`src/rtl/core/lkv_pkg.sv`:
```
// Package for the LRU key-value cache: shared types and operation codes.
// No dependencies.
`timescale 1ns / 1ps
package lkv_pkg;
	localparam logic REQ_GET = 1'b0;
	localparam logic REQ_PUT = 1'b1;
	localparam int KEY_W = 32;
	localparam int OUT_W = 32;
	localparam int CAP_W = 5;

	typedef struct packed {
		logic req_type;
		logic [KEY_W-1:0] key;
		logic [OUT_W-1:0] value_in;
	} req_t;

	typedef struct packed {
		logic hit;
		logic [OUT_W-1:0] read_value;
		logic evicted;
		logic [OUT_W-1:0] evicted_value;
	} rsp_t;
endpackage

```
`src/rtl/core/lkv_if.sv`:
```
// Valid/ready channel interface carrying a payload of type T.
// Depends on nothing.
`timescale 1ns / 1ps
interface lkv_if #(parameter type T = logic) (input logic clk);
	logic valid;
	logic ready;
	T data;
	modport source (output valid, output data, input ready);
	modport sink (input valid, input data, output ready);
endinterface

```
`src/rtl/core/lkv_front.sv`:
```
// Front part: accepts requests and holds them in a two-deep queue for the back part.
// Depends on lkv_pkg.
`timescale 1ns / 1ps
module lkv_front (
	input logic clk,
	input logic arst_n,
	input logic in_valid,
	output logic in_ready,
	input lkv_pkg::req_t in_data,
	output logic q_valid,
	input logic q_ready,
	output lkv_pkg::req_t q_data
);
	lkv_pkg::req_t buf_q [2];
	logic wr_q, rd_q;
	logic [1:0] cnt_q;

	assign in_ready = (cnt_q != 2'd2);
	assign q_valid = (cnt_q != 2'd0);
	assign q_data = buf_q[rd_q];

	always_ff @(posedge clk) begin
		if (in_valid && in_ready) begin
			buf_q[wr_q] <= in_data;
		end
	end

	always_ff @(posedge clk or negedge arst_n) begin
		if (!arst_n) begin
			wr_q <= 1'b0;
			rd_q <= 1'b0;
			cnt_q <= 2'd0;
		end else begin
			if (in_valid && in_ready) wr_q <= ~wr_q;
			if (q_valid && q_ready) rd_q <= ~rd_q;
			cnt_q <= cnt_q + {1'b0, in_valid && in_ready} - {1'b0, q_valid && q_ready};
		end
	end
endmodule

```
`src/rtl/core/lkv_back.sv`:
```
// Back part: walks the entries, updates recency ranks, builds the result.
// Depends on lkv_pkg.
`timescale 1ns / 1ps
module lkv_back #(
	parameter int MAX_ENTRIES = 16,
	parameter int VALUE_BITS = 32
) (
	input logic clk,
	input logic arst_n,
	input logic [lkv_pkg::CAP_W-1:0] capacity,
	input logic q_valid,
	output logic q_ready,
	input lkv_pkg::req_t q_data,
	output logic out_valid,
	input logic out_ready,
	output lkv_pkg::rsp_t out_data
);
	localparam int IW = $clog2(MAX_ENTRIES);
	localparam int NW = $clog2(MAX_ENTRIES + 1);
	localparam logic [1:0] ST_IDLE = 2'd0;
	localparam logic [1:0] ST_FIND = 2'd1;
	localparam logic [1:0] ST_UPD = 2'd2;
	localparam logic [1:0] ST_OUT = 2'd3;

	logic [lkv_pkg::KEY_W-1:0] key_q [MAX_ENTRIES];
	logic [VALUE_BITS-1:0] val_q [MAX_ENTRIES];
	logic [IW-1:0] rank_q [MAX_ENTRIES];
	logic [MAX_ENTRIES-1:0] vld_q;
	logic [NW-1:0] count_q;
	logic [1:0] state_q;
	lkv_pkg::req_t req_q;
	logic [MAX_ENTRIES-1:0] match_q;
	lkv_pkg::rsp_t rsp_q;

	logic [MAX_ENTRIES-1:0] match_c;
	logic [IW-1:0] slot_c, old_c;
	logic found_c, old_ok_c;
	logic [NW-1:0] cap_c;
	logic [VALUE_BITS-1:0] vin;

	assign vin = VALUE_BITS'(req_q.value_in);

	always_comb begin
		if (capacity == '0) cap_c = NW'(1);
		else if (int'(capacity) > MAX_ENTRIES) cap_c = NW'(MAX_ENTRIES);
		else cap_c = NW'(capacity);
	end

	always_comb begin
		for (int i = 0; i < MAX_ENTRIES; i++) begin
			match_c[i] = vld_q[i] && (key_q[i] == req_q.key);
		end
	end

	always_comb begin
		found_c = 1'b0;
		slot_c = '0;
		old_c = '0;
		old_ok_c = 1'b0;
		for (int i = 0; i < MAX_ENTRIES; i++) begin
			if (match_q[i] && !found_c) begin
				found_c = 1'b1;
				slot_c = IW'(i);
			end
			if (vld_q[i] && rank_q[i] == IW'(count_q - NW'(1)) && !old_ok_c) begin
				old_ok_c = 1'b1;
				old_c = IW'(i);
			end
		end
	end

	assign q_ready = (state_q == ST_IDLE);
	assign out_valid = (state_q == ST_OUT);
	assign out_data = rsp_q;

	logic is_put_c;
	logic evict_c;
	logic [MAX_ENTRIES-1:0] vld_after;
	logic [MAX_ENTRIES-1:0] vld_new;
	logic [IW-1:0] ins_c;
	logic ins_ok;
	lkv_pkg::rsp_t rsp_c;

	always_comb begin
		is_put_c = (req_q.req_type == lkv_pkg::REQ_PUT);
		evict_c = !found_c && is_put_c && count_q >= cap_c && count_q != '0;
		vld_after = vld_q;
		if (evict_c) vld_after[old_c] = 1'b0;
		ins_ok = 1'b0;
		ins_c = '0;
		for (int i = MAX_ENTRIES - 1; i >= 0; i--) begin
			if (!vld_after[i]) begin
				ins_ok = 1'b1;
				ins_c = IW'(i);
			end
		end
		vld_new = vld_after;
		if (ins_ok) vld_new[ins_c] = 1'b1;
		rsp_c = '0;
		if (found_c) begin
			rsp_c.hit = 1'b1;
			if (!is_put_c) rsp_c.read_value = lkv_pkg::OUT_W'(val_q[slot_c]);
		end else if (evict_c) begin
			rsp_c.evicted = 1'b1;
			rsp_c.evicted_value = lkv_pkg::OUT_W'(val_q[old_c]);
		end
	end

	always_ff @(posedge clk) begin
		if (state_q == ST_IDLE && q_valid) begin
			req_q <= q_data;
		end
		if (state_q == ST_FIND) begin
			match_q <= match_c;
		end
		if (state_q == ST_UPD) begin
			rsp_q <= rsp_c;
			if (found_c) begin
				if (is_put_c) val_q[slot_c] <= vin;
				for (int i = 0; i < MAX_ENTRIES; i++) begin
					if (vld_q[i] && rank_q[i] < rank_q[slot_c]) rank_q[i] <= rank_q[i] + 1'b1;
				end
				rank_q[slot_c] <= '0;
			end else if (is_put_c && ins_ok) begin
				for (int i = 0; i < MAX_ENTRIES; i++) begin
					if (vld_after[i]) rank_q[i] <= rank_q[i] + 1'b1;
				end
				key_q[ins_c] <= req_q.key;
				val_q[ins_c] <= vin;
				rank_q[ins_c] <= '0;
			end
		end
	end

	always_ff @(posedge clk or negedge arst_n) begin
		if (!arst_n) begin
			state_q <= ST_IDLE;
			vld_q <= '0;
			count_q <= '0;
		end else begin
			case (state_q)
				ST_IDLE: if (q_valid) state_q <= ST_FIND;
				ST_FIND: state_q <= ST_UPD;
				ST_UPD: begin
					if (!found_c && is_put_c) begin
						vld_q <= vld_new;
						count_q <= count_q - NW'(evict_c) + NW'(ins_ok);
					end
					state_q <= ST_OUT;
				end
				ST_OUT: if (out_ready) state_q <= ST_IDLE;
				default: state_q <= ST_IDLE;
			endcase
		end
	end
endmodule

```
`src/rtl/core/lru_key_value_cache.sv`:
```
// Top level of the LRU key-value cache: request queue, lookup engine, capacity register.
// Depends on lkv_pkg, lkv_if, lkv_front and lkv_back.
`timescale 1ns / 1ps
// A request passes four steps in the lookup engine (load, compare all keys, update ranks,
// present the result); a new request is taken only after the last result is accepted.
// A two-item queue in front lets requests arrive while the engine works. Capacity writes
// apply from the next update step; zero acts as one, values above MAX_ENTRIES saturate.
module lru_key_value_cache #(
	parameter int MAX_ENTRIES = 16,
	parameter int VALUE_BITS = 32
) (
	input logic clk,
	input logic arst_n,
	lkv_if.sink req,
	lkv_if.source rsp,
	input logic cfg_valid,
	output logic cfg_ready,
	input logic [lkv_pkg::CAP_W-1:0] cfg_data
);
	logic [lkv_pkg::CAP_W-1:0] capacity_q;
	logic q_valid, q_ready;
	lkv_pkg::req_t q_data;

	assign cfg_ready = 1'b1;
	always_ff @(posedge clk or negedge arst_n) begin
		if (!arst_n) capacity_q <= lkv_pkg::CAP_W'(16);
		else if (cfg_valid) capacity_q <= cfg_data;
	end

	lkv_front u_front (
		.clk(clk), .arst_n(arst_n),
		.in_valid(req.valid), .in_ready(req.ready), .in_data(req.data),
		.q_valid(q_valid), .q_ready(q_ready), .q_data(q_data)
	);

	lkv_back #(.MAX_ENTRIES(MAX_ENTRIES), .VALUE_BITS(VALUE_BITS)) u_back (
		.clk(clk), .arst_n(arst_n), .capacity(capacity_q),
		.q_valid(q_valid), .q_ready(q_ready), .q_data(q_data),
		.out_valid(rsp.valid), .out_ready(rsp.ready), .out_data(rsp.data)
	);

	a_evict_put: assert property (@(posedge clk) disable iff (!arst_n)
		rsp.valid && rsp.data.evicted |-> !rsp.data.hit)
		else $error("eviction reported on a hit");
	a_ev_zero: assert property (@(posedge clk) disable iff (!arst_n)
		rsp.valid && !rsp.data.evicted |-> rsp.data.evicted_value == '0)
		else $error("evicted value without eviction");
	a_hold: assert property (@(posedge clk) disable iff (!arst_n)
		rsp.valid && !rsp.ready |=> rsp.valid && $stable(rsp.data))
		else $error("result dropped while stalled");
endmodule

```
`src/flat_wrapper.sv`:
```
// flat-port wrapper written by rule: the top's interface ports become plain ports
module lru_key_value_cache_flat 
#(
	parameter int MAX_ENTRIES = 16,
	parameter int VALUE_BITS = 32
)
  (clk, arst_n, cfg_valid, cfg_ready, cfg_data, req_valid, req_data, req_ready, rsp_valid, rsp_data, rsp_ready);
  lkv_if #(.T(lkv_pkg::req_t)) req_i (.clk(clk));
  lkv_if #(.T(lkv_pkg::rsp_t)) rsp_i (.clk(clk));
  input logic clk;
  input logic arst_n;
  input logic cfg_valid;
  output logic cfg_ready;
  input logic [lkv_pkg::CAP_W-1:0] cfg_data;
  input wire logic [$bits(req_i.valid)-1:0] req_valid;
  input wire logic [$bits(req_i.data)-1:0] req_data;
  output wire logic [$bits(req_i.ready)-1:0] req_ready;
  output wire logic [$bits(rsp_i.valid)-1:0] rsp_valid;
  output wire logic [$bits(rsp_i.data)-1:0] rsp_data;
  input wire logic [$bits(rsp_i.ready)-1:0] rsp_ready;
  assign req_i.valid = req_valid;
  assign req_i.data = req_data;
  assign req_ready = req_i.ready;
  assign rsp_valid = rsp_i.valid;
  assign rsp_data = rsp_i.data;
  assign rsp_i.ready = rsp_ready;
  lru_key_value_cache #(.MAX_ENTRIES(MAX_ENTRIES), .VALUE_BITS(VALUE_BITS)) u_core (.clk(clk), .arst_n(arst_n), .req(req_i), .rsp(rsp_i), .cfg_valid(cfg_valid), .cfg_ready(cfg_ready), .cfg_data(cfg_data));
endmodule
```
`config.mk`:
```
export PLATFORM = sky130hd
export DESIGN_NAME = lru_key_value_cache_flat
export DESIGN_NICKNAME = d
export VERILOG_FILES = /design/src/rtl/core/lkv_pkg.sv /design/src/rtl/core/lkv_if.sv /design/src/rtl/core/lkv_front.sv /design/src/rtl/core/lkv_back.sv /design/src/rtl/core/lru_key_value_cache.sv /design/src/flat_wrapper.sv
export SDC_FILE = /design/constraint.sdc
export NUM_CORES = 2
export LEC_CHECK = 0
export BUFFER_PORTS_ARGS = -buffer_cell sky130_fd_sc_hd__buf_2
export CAP_MARGIN = 15
export CORE_ASPECT_RATIO = 0.6
export CORE_UTILIZATION = 35
export DETAILED_ROUTE_END_ITERATION = 12
export PLACE_DENSITY = 0.58
export SYNTH_ARGS = -nofsm -noshare
export SYNTH_HDL_FRONTEND = slang
export SYNTH_SLANG_ARGS = --single-unit
```
`constraint.sdc`:
```
create_clock -name clk -period 20.6 [get_ports clk]
set_input_delay 1.03 -clock clk [delete_from_list [all_inputs] [get_ports clk]]
set_output_delay 1.03 -clock clk [all_outputs]
set_load 0.01 [all_outputs]
```
==> results_dict.tcl <==
set metrics [dict create \
    status "completed" \
    start_kind "flip-flop" \
    via_per_inst 5.51 \
    syn2layout_area_growth_pct 12.7 \
    drt_pass1_iterations 5 \
    cellLeakagePower_nw 25.0 \
    skew_ns 0.0346 \
    synth_cells 4840 \
    synth_flop_cell "edfxtp_1" \
    crit_cells 16 \
    drt_iter0_drc 5193 \
    grt-ovfl-total 0 \
    ys_seq_area_share_pct 63.9 \
    synth_seq_cells 1397 \
    htreeDepth 4 \
    antenna_found_initial 14 \
    sequentialPowerShare_pct 44.2 \
    cp_top_family "compound AO/OA/AOI/OAI gates" \
    critPathArrivalTime_ns 8.39 \
    antenna_left 0 \
    io_pins 144 \
    internal-power_w 0.00578 \
    drive_above_1_share_pct 14.5 \
    r2r_end "u_core.u_back.val_q[4][4]" \
    initial_core_util_pct 35.4 \
    synth_top_area_share_pct 60.6 \
    async_flop_share_pct 2.29 \
    period_needed_ns 7.99 \
    ys_warn_count 0 \
    holdBufCountCts 0 \
    synth_edf_count 1301 \
    worstPathRequired_ns 20.99 \
    cpPeakStageDelay_ns 1.13 \
    fp.coreArea_um2 182000 \
    numCtsBuffers 143 \
    die_w_um 556 \
    post_cts_buffers 0 \
    num_rows 121 \
    synth_top_area_cell "edfxtp_1" \
    ir_drop_mv 0.0873 \
    slew_violations 0 \
    dieArea_um2 186000 \
    cts_root_buffer "clkbuf_16" \
    worstSkewPairLatency_ns 0.80 \
    syn_area_per_cell_um2 13.3 \
    cts_tree "yes" \
    syn-num-nets 5001 \
    io_buffers 142 \
    finalCritPeriodShare_pct 38.8 \
    endpoint "u_core.u_back.val_q[4][4]" \
    grt_setup_unrepaired "no" \
    cp_cell_sequence "inv_1 -> ha_1 -> xor2_1 -> nand4_1 -> o22ai_1 -> o211a_1 -> a2bb2oi_4 -> buf_4 -> nand3_1 -> o21ai_0 -> a21o_1 -> nand2_1 -> o211ai_1 -> and2_1 -> buf_4 -> and3_2" \
    setup_viol 0 \
    fmax_mhz 125 \
    worst_pin_slew_ns 1.20 \
    maxCapViolCount 0 \
    grt_pass1_wl_mm 275 \
    fin_hold_ws_ns 0.309 \
    final_area_um2 72600 \
    hold_viol_final 0 \
    pwr-share-clk_pct 28.7 \
    ys_types 88 \
    layout.nets 5102 \
    cts.sinks 1397 \
    place_hpwl_mm 117 \
    drc_errors 0 \
    power_switching_w 0.00297 \
    cpMostUsedCell "buf_4" \
    crit_start "u_core.u_back.count_q[0]" \
    crit_slowest_cell "dfrtp_1" \
    wl_per_cell_um 25.4 \
    total_power_w 0.00874 \
    hp-class "in -> async" \
    timing.rr.start "u_core.u_back.count_q[0]" \
    crit_path_end_kind "flip-flop" \
    die_y_um 334 \
    relSlewSlack_pct 20.2 \
    place_area_um2 68200 \
    grt_usage_pct 20.2 \
    clockBufferDepth 3 \
    post-route-util_pct 39.9 \
    gp_congestion 0.985 \
    grt_max_degree 188 \
    syn_area_um2 64400 \
    reg2reg_slack_ns 12.61 \
    crit_fanout 85 \
    power_density_nw_per_um2 120 \
    path_clk_slew_ns 0.06 \
    grt_pass1_vias 38825 \
    fin_tns_setup_ns 0 \
    vias 41444 \
    criticalPathCategory "reg -> reg" \
    wirelength_mm 191 \
    critical_path_buf_inv_count 3 \
    p_comb_share_pct 27.1 \
    synthTopCellsByArea "edfxtp_1, xnor2_1, nand2_1" \
    sw_frac_of_total_pct 33.9 \
    reg2reg_depth 16 \
    post_cts_resized 0 \
]
==> synthesized netlist by cell type (all sizes together) (44+ instances only) <==
master,n
a211oi,69
a21oi,89
a311oi,70
a31oi,92
and3,121
buf,57
clkbuf,257
dfxtp,64
edfxtp,1301
ha,85
inv,44
mux2,198
mux2i,147
nand2,750
nand3,116
nand4,138
nor2,75
nor4,58
o211ai,127
o21ai,76
xnor2,475
xor2,120
==> metal layers <==
metal | up-vias | GRT usage (%) | share of wire (%)
li1 | 18396 | - | -
met1 | 20940 | 32.6 | 50
met2 | 1876 | 26.5 | 39
met3 | 224 | 4.65 | 9.1
met4 | 8 | 4.69 | 1.7
met5 | - | 0.465 | 0.086
==> power groups by stage <==
stage	Clock, W	Combinational, W	Sequential [W]
after floorplan	0	0.00143	0.00387
after global placement	0	0.00234	0.00391
after detailed placement	0	0.00236	0.00392
after CTS	0.00256	0.00237	0.00386
after global routing	0.00267	0.00255	0.00389
final	0.00251	0.00237	0.00386
==> layout make-up <==
type                    instances  area, um^2
fillers                     16861      110000
flip-flops and latches       1397       41200
multi-input cells            3084       22000
diodes                          2        5.00
clock inverters                78         666
inverters                      45         169
repair buffers                270        1720
well taps                    2460        3080
clock buffers                 182        3770
==> flip-flops by register name (all words and copies together), names as in the netlist <==
signal                  cells
u_core.u_back.key_q       512
u_core.u_back.val_q       512
u_core.u_front.buf_q      130
u_core.u_back.out_data     66
u_core.u_back.rank_q       64
u_core.u_back.req_q        32
u_core.u_back.vin          32
u_core.u_back.match_q      16
u_core.u_back.vld_q        16
u_core.capacity_q           5
u_core.u_back.count_q       5
u_core.u_back.state_q       2
u_core.u_front.cnt_q        2
u_core.u_back.is_put_c      1
u_core.u_front.rd_q         1
u_core.u_front.wr_q         1
==> per-stage QoR <==
stage	setup slack, ns	instances
6_report	12.61	7518
5_1_grt	12.17	7517
4_1_cts	12.72	7516
3_5_place_dp	12.73	7256
3_3_place_gp	12.92	7256
2_1_floorplan	13.92	4840
==> cell families after synthesis <==
family	after synthesis	share of synthesized area, %
other	1	0.00582
AOI/OAI and AO/OA	675	7.46
muxes	345	5.74
DFF	1397	63.9
xor gates and xnor gates	627	9.21
buffers and inverters	359	2.24
and+or+nand+nor	1350	9.80
adders and majority gates	86	1.68
==> cells in the final DEF, fill, tap and decap left out, types with 91 or more instances in the layout <==
cell	n
xnor2_1	475
nand4_1	138
a31oi_1	91
mux2_2	198
buf_4	124
xor2_1	120
and3_1	104
nand2_1	748
edfxtp_1	1301
mux2i_1	147
nand3_1	116
clkbuf_16	144
o211ai_1	126
buf_2	142
==> worst min-delay path by stage <==
stage / to / slack [ns] / from / cells after the start
global placement: u_core.u_front.cnt_q[1] / 0.48 / u_core.u_front.cnt_q[1] / 1
detailed placement: u_core.u_front.cnt_q[1] / 0.50 / u_core.u_front.cnt_q[1] / 1
CTS: u_core.capacity_q[2] / 0.28 / arst_n / 2
global route: u_core.capacity_q[2] / 0.33 / arst_n / 2
finish: u_core.capacity_q[2] / 0.31 / arst_n / 2
floorplan: u_core.u_front.wr_q / 0.46 / u_core.u_front.wr_q / 1
No activity file was read; power rests on OpenSTA's default activity.
